[src/rtl/aps_pkg.sv]
`timescale 1ns / 1ps
`default_nettype none
package aps_pkg;
  localparam int DEF_SLOTS = 64;
  localparam int CLASSES = 5;

  localparam logic [1:0] KIND_SET_RUN = 2'd0;
  localparam logic [1:0] KIND_SET_PRI = 2'd1;
  localparam logic [1:0] KIND_ROUND   = 2'd2;
  localparam logic [1:0] KIND_BURST   = 2'd3;

  localparam logic [2:0] ST_OK       = 3'd0;
  localparam logic [2:0] ST_BAD_PRI  = 3'd1;
  localparam logic [2:0] ST_NONE     = 3'd2;
  localparam logic [2:0] ST_BUSY     = 3'd3;
  localparam logic [2:0] ST_NO_DISP  = 3'd4;

  localparam logic [2:0] REG_THRESH = 3'd0;
  localparam logic [2:0] REG_BOOST  = 3'd1;
  localparam logic [2:0] REG_STARVE = 3'd2;
  localparam logic [2:0] REG_BASEQ  = 3'd3;
  localparam logic [2:0] REG_MINQ   = 3'd4;
  localparam logic [2:0] REG_MAXQ   = 3'd5;

  localparam logic [7:0] MAX_PRI = 8'd200;

  typedef struct packed {
    logic clear;
    logic load;
    logic age_step;
    logic pick_step;
    logic finish;
  } aps_cmd_t;

  typedef struct packed {
    logic [1:0] kind;
    logic       running_valid;
  } aps_stat_t;

  function automatic logic [2:0] class_of(input logic [7:0] p);
    if (p < 8'd40) return 3'd0;
    else if (p < 8'd80) return 3'd1;
    else if (p < 8'd120) return 3'd2;
    else if (p < 8'd160) return 3'd3;
    else return 3'd4;
  endfunction

  function automatic logic [15:0] clamp_q(input logic [15:0] q, input logic [5:0] mn,
                                          input logic [5:0] mx);
    logic [15:0] r;
    r = q;
    if (r < {10'd0, mn}) r = {10'd0, mn};
    if (r > {10'd0, mx}) r = {10'd0, mx};
    return r;
  endfunction
endpackage
`default_nettype wire

[src/rtl/aps_ctrl.sv]
`timescale 1ns / 1ps
`default_nettype none
module aps_ctrl import aps_pkg::*; #(
  parameter int SLOTS = DEF_SLOTS
) (
  input  wire logic      clk,
  input  wire logic      rst,
  input  wire logic      start,
  output logic           busy,
  input  wire aps_stat_t stat,
  output aps_cmd_t       cmd
);
  localparam int IW = $clog2(SLOTS);
  localparam logic [2:0] S_IDLE = 3'd0;
  localparam logic [2:0] S_AGE  = 3'd1;
  localparam logic [2:0] S_PICK = 3'd2;
  localparam logic [2:0] S_DONE = 3'd3;
  localparam logic [2:0] S_CLR  = 3'd4;

  logic [2:0] state;
  logic [IW-1:0] idx;
  logic last;

  assign last = (idx == IW'(SLOTS - 1));
  assign busy = (state != S_IDLE);

  always_comb begin
    cmd = '0;
    cmd.clear = (state == S_CLR);
    cmd.load = (state == S_IDLE) && start;
    cmd.age_step = (state == S_AGE);
    cmd.pick_step = (state == S_PICK);
    cmd.finish = (state == S_DONE);
  end

  always_ff @(posedge clk) begin
    if (rst) begin
      state <= S_CLR;
      idx <= '0;
    end else begin
      unique case (state)
        S_CLR: begin
          idx <= last ? '0 : idx + 1'b1;
          if (last) state <= S_IDLE;
        end
        S_IDLE: begin
          idx <= '0;
          if (start) begin
            if (stat.kind == KIND_ROUND && !stat.running_valid) state <= S_AGE;
            else state <= S_DONE;
          end
        end
        S_AGE: begin
          idx <= last ? '0 : idx + 1'b1;
          if (last) state <= S_PICK;
        end
        S_PICK: begin
          idx <= last ? '0 : idx + 1'b1;
          if (last) state <= S_DONE;
        end
        S_DONE: state <= S_IDLE;
        default: state <= S_IDLE;
      endcase
    end
  end
endmodule
`default_nettype wire

[src/rtl/aps_datapath.sv]
`timescale 1ns / 1ps
`default_nettype none
module aps_datapath import aps_pkg::*; #(
  parameter int SLOTS = DEF_SLOTS
) (
  input  wire logic        clk,
  input  wire logic        rst,
  input  wire aps_cmd_t    cmd,
  output aps_stat_t        stat,
  input  wire logic        cfg_we,
  input  wire logic [2:0]  cfg_index,
  input  wire logic [15:0] cfg_data,
  input  wire logic [1:0]  kind,
  input  wire logic [5:0]  slot,
  input  wire logic        runnable,
  input  wire logic [7:0]  priority_req,
  input  wire logic [15:0] burst_ticks,
  output logic             done,
  output logic [2:0]       status,
  output logic             dispatched,
  output logic [5:0]       chosen_slot,
  output logic [5:0]       quantum,
  output logic [7:0]       chosen_priority,
  output logic [15:0]      burst_avg
);
  localparam int IW = $clog2(SLOTS);

  logic [15:0] age_limit, starve_limit;
  logic [7:0]  age_drop;
  logic [5:0]  quant_base, quant_lo, quant_hi;

  logic [SLOTS-1:0] run_f;
  logic [7:0]  cur_p [SLOTS];
  logic [7:0]  base_p [SLOTS];
  logic [15:0] wait_c [SLOTS];
  logic [15:0] avg_r [CLASSES];
  logic running_valid;
  logic [IW-1:0] running_slot;

  logic [1:0]  k_r;
  logic [5:0]  s_r;
  logic        run_r;
  logic [7:0]  p_r;
  logic [15:0] t_r;
  logic [IW-1:0] idx;
  logic [IW-1:0] idx_nx;
  logic found;
  logic [IW-1:0] best;
  logic [7:0] best_p;
  logic [15:0] best_w;

  // Slot table read port; the data register holds the entry at raddr of the previous cycle.
  logic [IW-1:0] raddr;
  logic [7:0]  cur_rd, base_rd;
  logic [15:0] wait_rd;

  // Slot table write port.
  logic          cur_we, base_we, wait_we;
  logic [IW-1:0] cur_wa, wait_wa;
  logic [7:0]    cur_wd;
  logic [15:0]   wait_wd;

  assign idx_nx = (idx == IW'(SLOTS - 1)) ? '0 : idx + 1'b1;

  // The scan reads one slot ahead so the data for idx is ready when idx is worked on.
  // Outside a scan the running slot is read, ready for a burst end.
  always_comb begin
    if (cmd.age_step || cmd.pick_step) raddr = idx_nx;
    else if (cmd.load && kind == KIND_ROUND) raddr = '0;
    else raddr = running_slot;
  end

  // Aging of the slot under the scan pointer.
  logic [15:0] w_inc;
  logic [7:0]  p_age;
  logic [15:0] w_age;
  always_comb begin
    w_inc = (wait_rd != 16'hFFFF) ? wait_rd + 16'd1 : wait_rd;
    p_age = cur_rd;
    w_age = w_inc;
    if (w_inc >= starve_limit) begin
      p_age = '0;
      w_age = '0;
    end else if (w_inc >= age_limit) begin
      p_age = (cur_rd > age_drop) ? cur_rd - age_drop : 8'd0;
      w_age = '0;
    end
  end

  logic better;
  assign better = run_f[idx] && (!found || cur_rd < best_p ||
                  (cur_rd == best_p && wait_rd > best_w));

  // Quantum for the chosen priority.
  logic [15:0] qb, qs;
  always_comb begin
    qb = avg_r[class_of(best_p)];
    qb = clamp_q((qb != 0) ? qb : {10'd0, quant_base}, quant_lo, quant_hi);
    if (best_p < 8'd80) qs = (qb * 16'd3) >> 1;
    else if (best_p > 8'd159) qs = qb >> 1;
    else qs = qb;
    qs = clamp_q(qs, quant_lo, quant_hi);
  end

  // Burst end arithmetic for the running slot.
  logic [15:0] a_t;
  logic [7:0]  rp, rb, np, dd;
  logic [2:0]  rc;
  logic [19:0] mix;
  logic [15:0] navg;
  always_comb begin
    a_t = (t_r == 0) ? 16'd1 : t_r;
    rp = cur_rd;
    rb = base_rd;
    rc = class_of(rp);
    mix = 20'd3 * {4'd0, a_t} + 20'd5 * {4'd0, avg_r[rc]};
    navg = (avg_r[rc] == 0) ? a_t : mix[18:3];
    np = rp;
    dd = '0;
    if (rp < rb) begin
      dd = (rb - rp) >> 1;
      if (dd == 0) dd = 8'd1;
      np = (rp + dd > rb) ? rb : rp + dd;
    end
  end

  always_comb begin
    cur_we = 1'b0;
    base_we = 1'b0;
    wait_we = 1'b0;
    cur_wa = idx;
    wait_wa = idx;
    cur_wd = '0;
    wait_wd = '0;
    if (cmd.clear) begin
      cur_we = 1'b1;
      base_we = 1'b1;
      wait_we = 1'b1;
    end else if (cmd.age_step) begin
      cur_we = run_f[idx];
      wait_we = run_f[idx];
      cur_wd = p_age;
      wait_wd = w_age;
    end else if (cmd.finish) begin
      unique case (k_r)
        KIND_SET_PRI: begin
          if (p_r <= MAX_PRI && {2'd0, s_r} < 8'(SLOTS)) begin
            cur_we = 1'b1;
            base_we = 1'b1;
            cur_wa = s_r[IW-1:0];
            cur_wd = p_r;
          end
        end
        KIND_ROUND: begin
          if (!running_valid && found) begin
            wait_we = 1'b1;
            wait_wa = best;
          end
        end
        KIND_BURST: begin
          if (running_valid) begin
            cur_we = 1'b1;
            wait_we = 1'b1;
            cur_wa = running_slot;
            wait_wa = running_slot;
            cur_wd = np;
          end
        end
        default: ;
      endcase
    end
  end

  always_ff @(posedge clk) begin
    cur_rd <= cur_p[raddr];
    base_rd <= base_p[raddr];
    wait_rd <= wait_c[raddr];
    if (cur_we) cur_p[cur_wa] <= cur_wd;
    if (base_we) base_p[cur_wa] <= cur_wd;
    if (wait_we) wait_c[wait_wa] <= wait_wd;
  end

  assign stat.kind = kind;
  assign stat.running_valid = running_valid;

  always_ff @(posedge clk) begin
    if (cmd.load) begin
      k_r <= kind; s_r <= slot; run_r <= runnable; p_r <= priority_req; t_r <= burst_ticks;
    end
  end

  always_ff @(posedge clk) begin
    if (rst) begin
      age_limit <= 16'd200; age_drop <= 8'd20; starve_limit <= 16'd500;
      quant_base <= 6'd5; quant_lo <= 6'd1; quant_hi <= 6'd20;
      run_f <= '0; running_valid <= 1'b0; running_slot <= '0;
      idx <= '0; found <= 1'b0; done <= 1'b0;
      for (int c = 0; c < CLASSES; c++) avg_r[c] <= '0;
    end else begin
      done <= 1'b0;
      if (cfg_we) begin
        unique case (cfg_index)
          REG_THRESH: age_limit <= cfg_data;
          REG_BOOST:  age_drop <= cfg_data[7:0];
          REG_STARVE: starve_limit <= cfg_data;
          REG_BASEQ:  quant_base <= cfg_data[5:0];
          REG_MINQ:   quant_lo <= cfg_data[5:0];
          REG_MAXQ:   quant_hi <= cfg_data[5:0];
          default: ;
        endcase
      end
      if (cmd.load) begin
        idx <= '0;
        found <= 1'b0;
      end
      if (cmd.clear || cmd.age_step) idx <= idx_nx;
      if (cmd.pick_step) begin
        if (better) begin
          found <= 1'b1; best <= idx; best_p <= cur_rd; best_w <= wait_rd;
        end
        idx <= idx_nx;
      end
      if (cmd.finish) begin
        done <= 1'b1;
        status <= ST_OK; dispatched <= 1'b0; chosen_slot <= '0; quantum <= '0;
        chosen_priority <= '0; burst_avg <= '0;
        unique case (k_r)
          KIND_SET_RUN: if ({2'd0, s_r} < 8'(SLOTS)) run_f[s_r[IW-1:0]] <= run_r;
          KIND_SET_PRI: if (p_r > MAX_PRI) status <= ST_BAD_PRI;
          KIND_ROUND: begin
            if (running_valid) status <= ST_BUSY;
            else if (!found) status <= ST_NONE;
            else begin
              dispatched <= 1'b1;
              chosen_slot <= 6'(best);
              quantum <= qs[5:0];
              chosen_priority <= best_p;
              run_f[best] <= 1'b0;
              running_valid <= 1'b1;
              running_slot <= best;
            end
          end
          default: begin
            if (!running_valid) status <= ST_NO_DISP;
            else begin
              avg_r[rc] <= navg;
              run_f[running_slot] <= run_r;
              running_valid <= 1'b0;
              chosen_slot <= 6'(running_slot);
              chosen_priority <= np;
              burst_avg <= navg;
            end
          end
        endcase
      end
    end
  end
endmodule
`default_nettype wire

[src/rtl/aging_priority_scheduler.sv]
`timescale 1ns / 1ps
`default_nettype none
// Priority scheduler with aging and a per-class burst average quantum.
// A command word is taken when start is high and busy is low; busy then
// stays high and goes low in the same cycle as done shows its result.
// Every command gives one result word, on the result ports for one cycle
// while done is high. The receiver cannot stall; it must take it then.
// Set runnable, set priority and burst done skip the scan. A scheduling
// round makes one pass over the slot table that ages each runnable slot and
// a second pass that finds the best candidate, both one slot per cycle
// through the shared scan pointer; a round issued while a dispatch is
// outstanding skips both passes. Configuration is written through
// cfg_we/cfg_index/cfg_data while idle; the user must keep to this; the
// block does not enforce it. Reset (rst, synchronous) clears the class
// averages and the dispatch record and restores the configuration defaults;
// busy then stays high while the slot table is cleared one slot per cycle.
module aging_priority_scheduler import aps_pkg::*; #(
  parameter int SLOTS = DEF_SLOTS
) (
  input  wire logic        clk,
  input  wire logic        rst,
  input  wire logic        start,
  output logic             busy,
  input  wire logic        cfg_we,
  input  wire logic [2:0]  cfg_index,
  input  wire logic [15:0] cfg_data,
  input  wire logic [1:0]  kind,
  input  wire logic [5:0]  slot,
  input  wire logic        runnable,
  input  wire logic [7:0]  priority_req,
  input  wire logic [15:0] burst_ticks,
  output logic             done,
  output logic [2:0]       status,
  output logic             dispatched,
  output logic [5:0]       chosen_slot,
  output logic [5:0]       quantum,
  output logic [7:0]       chosen_priority,
  output logic [15:0]      burst_avg
);
  aps_cmd_t  cmd;
  aps_stat_t stat;

  aps_ctrl #(.SLOTS(SLOTS)) u_ctrl (
    .clk(clk), .rst(rst), .start(start), .busy(busy), .stat(stat), .cmd(cmd)
  );

  aps_datapath #(.SLOTS(SLOTS)) u_dp (
    .clk(clk), .rst(rst), .cmd(cmd), .stat(stat),
    .cfg_we(cfg_we), .cfg_index(cfg_index), .cfg_data(cfg_data),
    .kind(kind), .slot(slot), .runnable(runnable), .priority_req(priority_req),
    .burst_ticks(burst_ticks), .done(done), .status(status), .dispatched(dispatched),
    .chosen_slot(chosen_slot), .quantum(quantum), .chosen_priority(chosen_priority),
    .burst_avg(burst_avg)
  );
endmodule
`default_nettype wire
[config.mk]
export PLATFORM = sky130hd
export DESIGN_NAME = aging_priority_scheduler
export DESIGN_NICKNAME = d
export VERILOG_FILES = /design/src/rtl/aps_pkg.sv /design/src/rtl/aps_ctrl.sv /design/src/rtl/aps_datapath.sv /design/src/rtl/aging_priority_scheduler.sv
export SDC_FILE = /design/constraint.sdc
export NUM_CORES = 2
export LEC_CHECK = 0
export BUFFER_PORTS_ARGS = -buffer_cell sky130_fd_sc_hd__buf_2
export CAP_MARGIN = 20
export CORE_UTILIZATION = 50
export CTS_CLUSTER_DIAMETER = 60
export DETAILED_ROUTE_END_ITERATION = 8
export PLACE_DENSITY_LB_ADDON = 0.25
export SETUP_SLACK_MARGIN = 0.05
export SKIP_CTS_REPAIR_TIMING = 1
export SLEW_MARGIN = 10
export SYNTH_ARGS = -nofsm -noshare
export SYNTH_HDL_FRONTEND = slang
export SYNTH_SLANG_ARGS = --single-unit
export TNS_END_PERCENT = 30
[constraint.sdc]
create_clock -name clk -period 11.6 [get_ports clk]
set_input_delay 1.16 -clock clk [delete_from_list [all_inputs] [get_ports clk]]
set_output_delay 1.16 -clock clk [all_outputs]
set_load 0.02 [all_outputs]
==> metrics.cfg <==
[sta]
worstMarginPinSlew_ns = 1.18
worst_hold_slack_ns = 0.441
total_negative_slack_ns = 0
max_slew_margin = 0.209
clock.fmax_mhz = 92.4
finalHoldViolCount = 0
min_period_ns = 10.82
final_min_period_over_clock_period = 0.933
rsz_0062_raised_after_global_routing = false
final_max_slew_viol_count = 0
report.final.setup_viol = 0
skew_ns = 0.0400

[setup_path]
endpoint_kind = register
startpoint_type = register
critPathKind = register to register
required_ns = 12.24
maximum_fanout_encountered_on_the_critical_timing_path = 18
crit_path_max_incr_delay_ns = 0.67
arrival_time_at_the_worst_endpoint_ns = 11.46
critPathMostFrequentCell = sky130_fd_sc_hd__ha_1
crit_path_top_delay_cell = sky130_fd_sc_hd__edfxtp_1

[routing]
drt-vias-per-instance = 6.13
route.detailed.wl_per_inst_um = 24.2
drt_iter0_markers = 9101
finalWirelength_um = 295000
via_count = 74700
route.antenna.remaining_nets = 0
remaining_drc_errors = 1
drt_pre_antenna_iters = 9

[placement]
dpl.hpwl_um = 173000
gp_routability_congestion = 0.937
post-place-cells = 11700
place.port_buffers = 97

[yosys]
synthTopCellsByArea = sky130_fd_sc_hd__edfxtp_1 63%, sky130_fd_sc_hd__nand2_1 8.5%, sky130_fd_sc_hd__dfxtp_1 3.3%
post_synthesis_cell_type_count = 92
netlist_instances = 9225
yosysTopAreaCell = sky130_fd_sc_hd__edfxtp_1
synthFlopType = sky130_fd_sc_hd__edfxtp_1
post-synth-top-area-fraction = 0.629
yosys_warnings = 0
synth.cell_area_sq_um = 108000
syn_avg_cell_area_sq_um = 11.7
number_of_register_bits_inferred_by_synthesis = 2434
ys_seq_area_frac = 0.662
postSynth.asyncResetShare = 0
synth_enable_flop_cells = 2256

[pwr]
power.sequential.fraction = 0.503
internal_power_mw = 14.5
netSwitchingPower_mw = 4.83
vdd_drop_max_uv = 228
pwr_density_cell_nw_per_um2 = 163
leakage_nw = 42.9
clkPwrFrac = 0.389
power.share.switching = 0.249
power_mw = 19.4
combPwrFrac = 0.108

[final_layout]
fraction_of_layout_cells_with_a_size_suffix_above_1 = 0.0869
flow.area_growth_from_synthesis_pct = 10.5
finish.cell_count_without_fillers = 12200
finish.net_count = 9413

[global_routing]
groute.usage.overall = 0.268
antenna_found_initial = 6
first_global_vias = 70400
grt_start_max_net_pins = 161
grt_pass1_wl_um = 444000
globalRoute.totalOverflow = 0

[clocking]
clkLatencyLatePin_ns = 0.90
numClockSinks = 2434
clk_pin_slew_ns = 0.06
cts_tree = built
clock_path_buffers = 3
cts-buffers-inserted = 237
clock-root-buffer = sky130_fd_sc_hd__clkbuf_16
count_of_h_tree_levels_built_during_cts = 4

[floorplanning]
dieWidth_um = 466
core_sq_um = 213000
dieHeight_um = 466
ios = 98
dieArea_sq_um = 217000
starting_utilization_of_the_core_area = 0.506
fp-row-count = 169

[hold_path]
min_path_type = primary input to register

[run_status]
run_status = finished, violations left
failed_checks = design-rule violations

[flow_run]
drv_cap = 0

[metrics by stage]
step	utilization	instance area, sq um	worst slack [ns]
CTS	0.558	119000	0.943
floorplan	-	108000	2.13
global placement	0.523	111000	1.01
finish	0.559	119000	0.779
global route	0.559	119000	0.0589
detailed placement	0.523	111000	0.961
[flip-flops by register name (all words and copies together) (netlist names), 8 cells and up, named ones only]
name and count:
u_dp.wait_c 1024, u_dp.base_p 512, u_dp.cur_p 512, u_dp.avg_r 105, u_dp.age_limit 16, u_dp.best_w 16, u_dp.burst_avg 16, u_dp.starve_limit 16
u_dp.t_r 16, u_dp.wait_rd 16, u_dp.age_drop 8, u_dp.base_rd 8, u_dp.best_p 8, u_dp.chosen_priority 8, u_dp.cur_rd 8, u_dp.p_r 8
[routing by layer]
metal / track usage / wire [um] / share of wire / up-vias
li1: - / - / - / 33700
met1: 0.381 / 124000 / 0.42 / 36900
met3: 0.0434 / 26100 / 0.088 / 536
met5: 0 / 19 / 0.000064 / -
met4: 0.0896 / 9270 / 0.031 / 4
met2: 0.419 / 137000 / 0.46 / 3644
[cells in the final DEF, fill, tap and decap left out, types with 22 or more instances in the layout]
| cell | netlist | final |
|---|---|---|
| sky130_fd_sc_hd__ha_1 | 166 | 165 |
| sky130_fd_sc_hd__nor3b_1 | 27 | 22 |
| sky130_fd_sc_hd__edfxtp_1 | 2256 | 2256 |
| sky130_fd_sc_hd__nor2b_1 | 46 | 36 |
| sky130_fd_sc_hd__a31oi_1 | 167 | 167 |
| sky130_fd_sc_hd__nor3_1 | 70 | 70 |
| sky130_fd_sc_hd__a21oi_1 | 311 | 310 |
| sky130_fd_sc_hd__and3_1 | 285 | 285 |
| sky130_fd_sc_hd__clkinv_1 | 0 | 47 |
| sky130_fd_sc_hd__clkbuf_16 | 0 | 238 |
| sky130_fd_sc_hd__o21ai_0 | 125 | 120 |
| sky130_fd_sc_hd__a311o_1 | 34 | 34 |
| sky130_fd_sc_hd__nand2_1 | 2430 | 2430 |
| sky130_fd_sc_hd__mux2_2 | 64 | 64 |
| sky130_fd_sc_hd__a221oi_1 | 35 | 35 |
| sky130_fd_sc_hd__xnor2_1 | 27 | 27 |
| sky130_fd_sc_hd__buf_4 | 4 | 181 |
| sky130_fd_sc_hd__o21a_1 | 31 | 29 |
| sky130_fd_sc_hd__clkbuf_1 | 551 | 63 |
| sky130_fd_sc_hd__fa_1 | 32 | 32 |
| sky130_fd_sc_hd__inv_1 | 222 | 220 |
| sky130_fd_sc_hd__nor4_1 | 29 | 29 |
| sky130_fd_sc_hd__a211oi_1 | 130 | 129 |
| sky130_fd_sc_hd__mux4_2 | 27 | 27 |
| sky130_fd_sc_hd__buf_2 | 43 | 99 |
| sky130_fd_sc_hd__conb_1 | 1 | 42 |
| sky130_fd_sc_hd__mux2i_1 | 96 | 96 |
| sky130_fd_sc_hd__nor2_1 | 479 | 464 |
| sky130_fd_sc_hd__dfxtp_1 | 178 | 178 |
| sky130_fd_sc_hd__a21o_1 | 47 | 47 |
| sky130_fd_sc_hd__clkinv_2 | 0 | 44 |
| sky130_fd_sc_hd__nand3_1 | 573 | 573 |
| sky130_fd_sc_hd__a311oi_1 | 353 | 353 |
| sky130_fd_sc_hd__nand2b_1 | 28 | 28 |
| sky130_fd_sc_hd__o211ai_1 | 39 | 39 |
[critical path: cells and delay by family (launching register included)]
kind / cells / cell delay [ns]
AOI/OAI and AO/OA: 21 / 3.94
and+or+nand+nor: 14 / 2.55
adders and majority gates: 6 / 1.82
buffers and inverters: 6 / 0.89
muxes: 2 / 0.70
DFF: 1 / 0.67
[power groups by stage]
stage	clock network [mW]	registers (mW)	logic (mW)
5_1_grt	7.93	9.74	2.29
6_report	7.53	9.73	2.09
3_5_place_dp	0	9.92	2.07
2_1_floorplan	0	9.89	1.38
3_3_place_gp	0	9.91	2.01
4_1_cts	7.61	9.73	2.08
[path summary, 6_finish.rpt]
check                                      start                             end  slack (ns)  cells after the start
setup reg to reg        u_dp.best_p[5]$_DFFE_PP_   u_dp.quantum[3]$_SDFFCE_PP0P_        0.78                     49
setup / recovery        u_dp.best_p[5]$_DFFE_PP_   u_dp.quantum[3]$_SDFFCE_PP0P_        0.78                     49
hold / removal                           slot[5]           u_dp.s_r[5]$_DFFE_PP_        0.44                      1
hold reg to reg   u_dp.age_limit[2]$_SDFFE_PP0P_  u_dp.age_limit[2]$_SDFFE_PP0P_        0.46                      2
[synth_stat cells, drive strengths merged, types with 10 or more instances]
library cell,number
a211oi,130
a21o,47
a21oi,313
a221oi,35
a22o,10
a311o,34
a311oi,353
a31oi,169
a32oi,15
and2,12
and3,285
buf,97
clkbuf,552
dfxtp,178
edfxtp,2256
fa,32
ha,166
inv,223
mux2,67
mux2i,96
mux4,27
nand2,2430
nand2b,28
nand3,573
nand3b,17
nand4,15
nor2,479
nor2b,46
nor3,70
nor3b,27
nor4,29
o211a,19
o211ai,39
o21a,31
o21ai,145
o22ai,17
or3,15
xnor2,27
xor2,15
[cell families (layout without fill, tap and decap cells)]
logic type               after synthesis  after routing  synth area share
other                                  1             45         0.0000348
AND/OR/NAND/NOR                     4060           4060             0.162
adder cells (fa/ha/maj)              199            199            0.0253
buffers and inverters                872            972            0.0312
multiplexers                         190            190            0.0216
AO/OA/AOI/OAI                       1427           1427            0.0942
XOR/XNOR                              42             42           0.00342
flip-flops                          2434           2434             0.662
[area by class of cell]
class                           instances  area (sq um)
Multi-Input combinational cell       5960         33500
Tap cell                             2821          3530
Inverter                              223           837
Antenna cell                            3          7.51
Clock inverter                        142          1290
Clock buffer                          304          6230
Fill cell                           17300         93900
Sequential cell                      2434         71300
Timing Repair Buffer                  303          2280
Power figures use the tool's default switching activity.
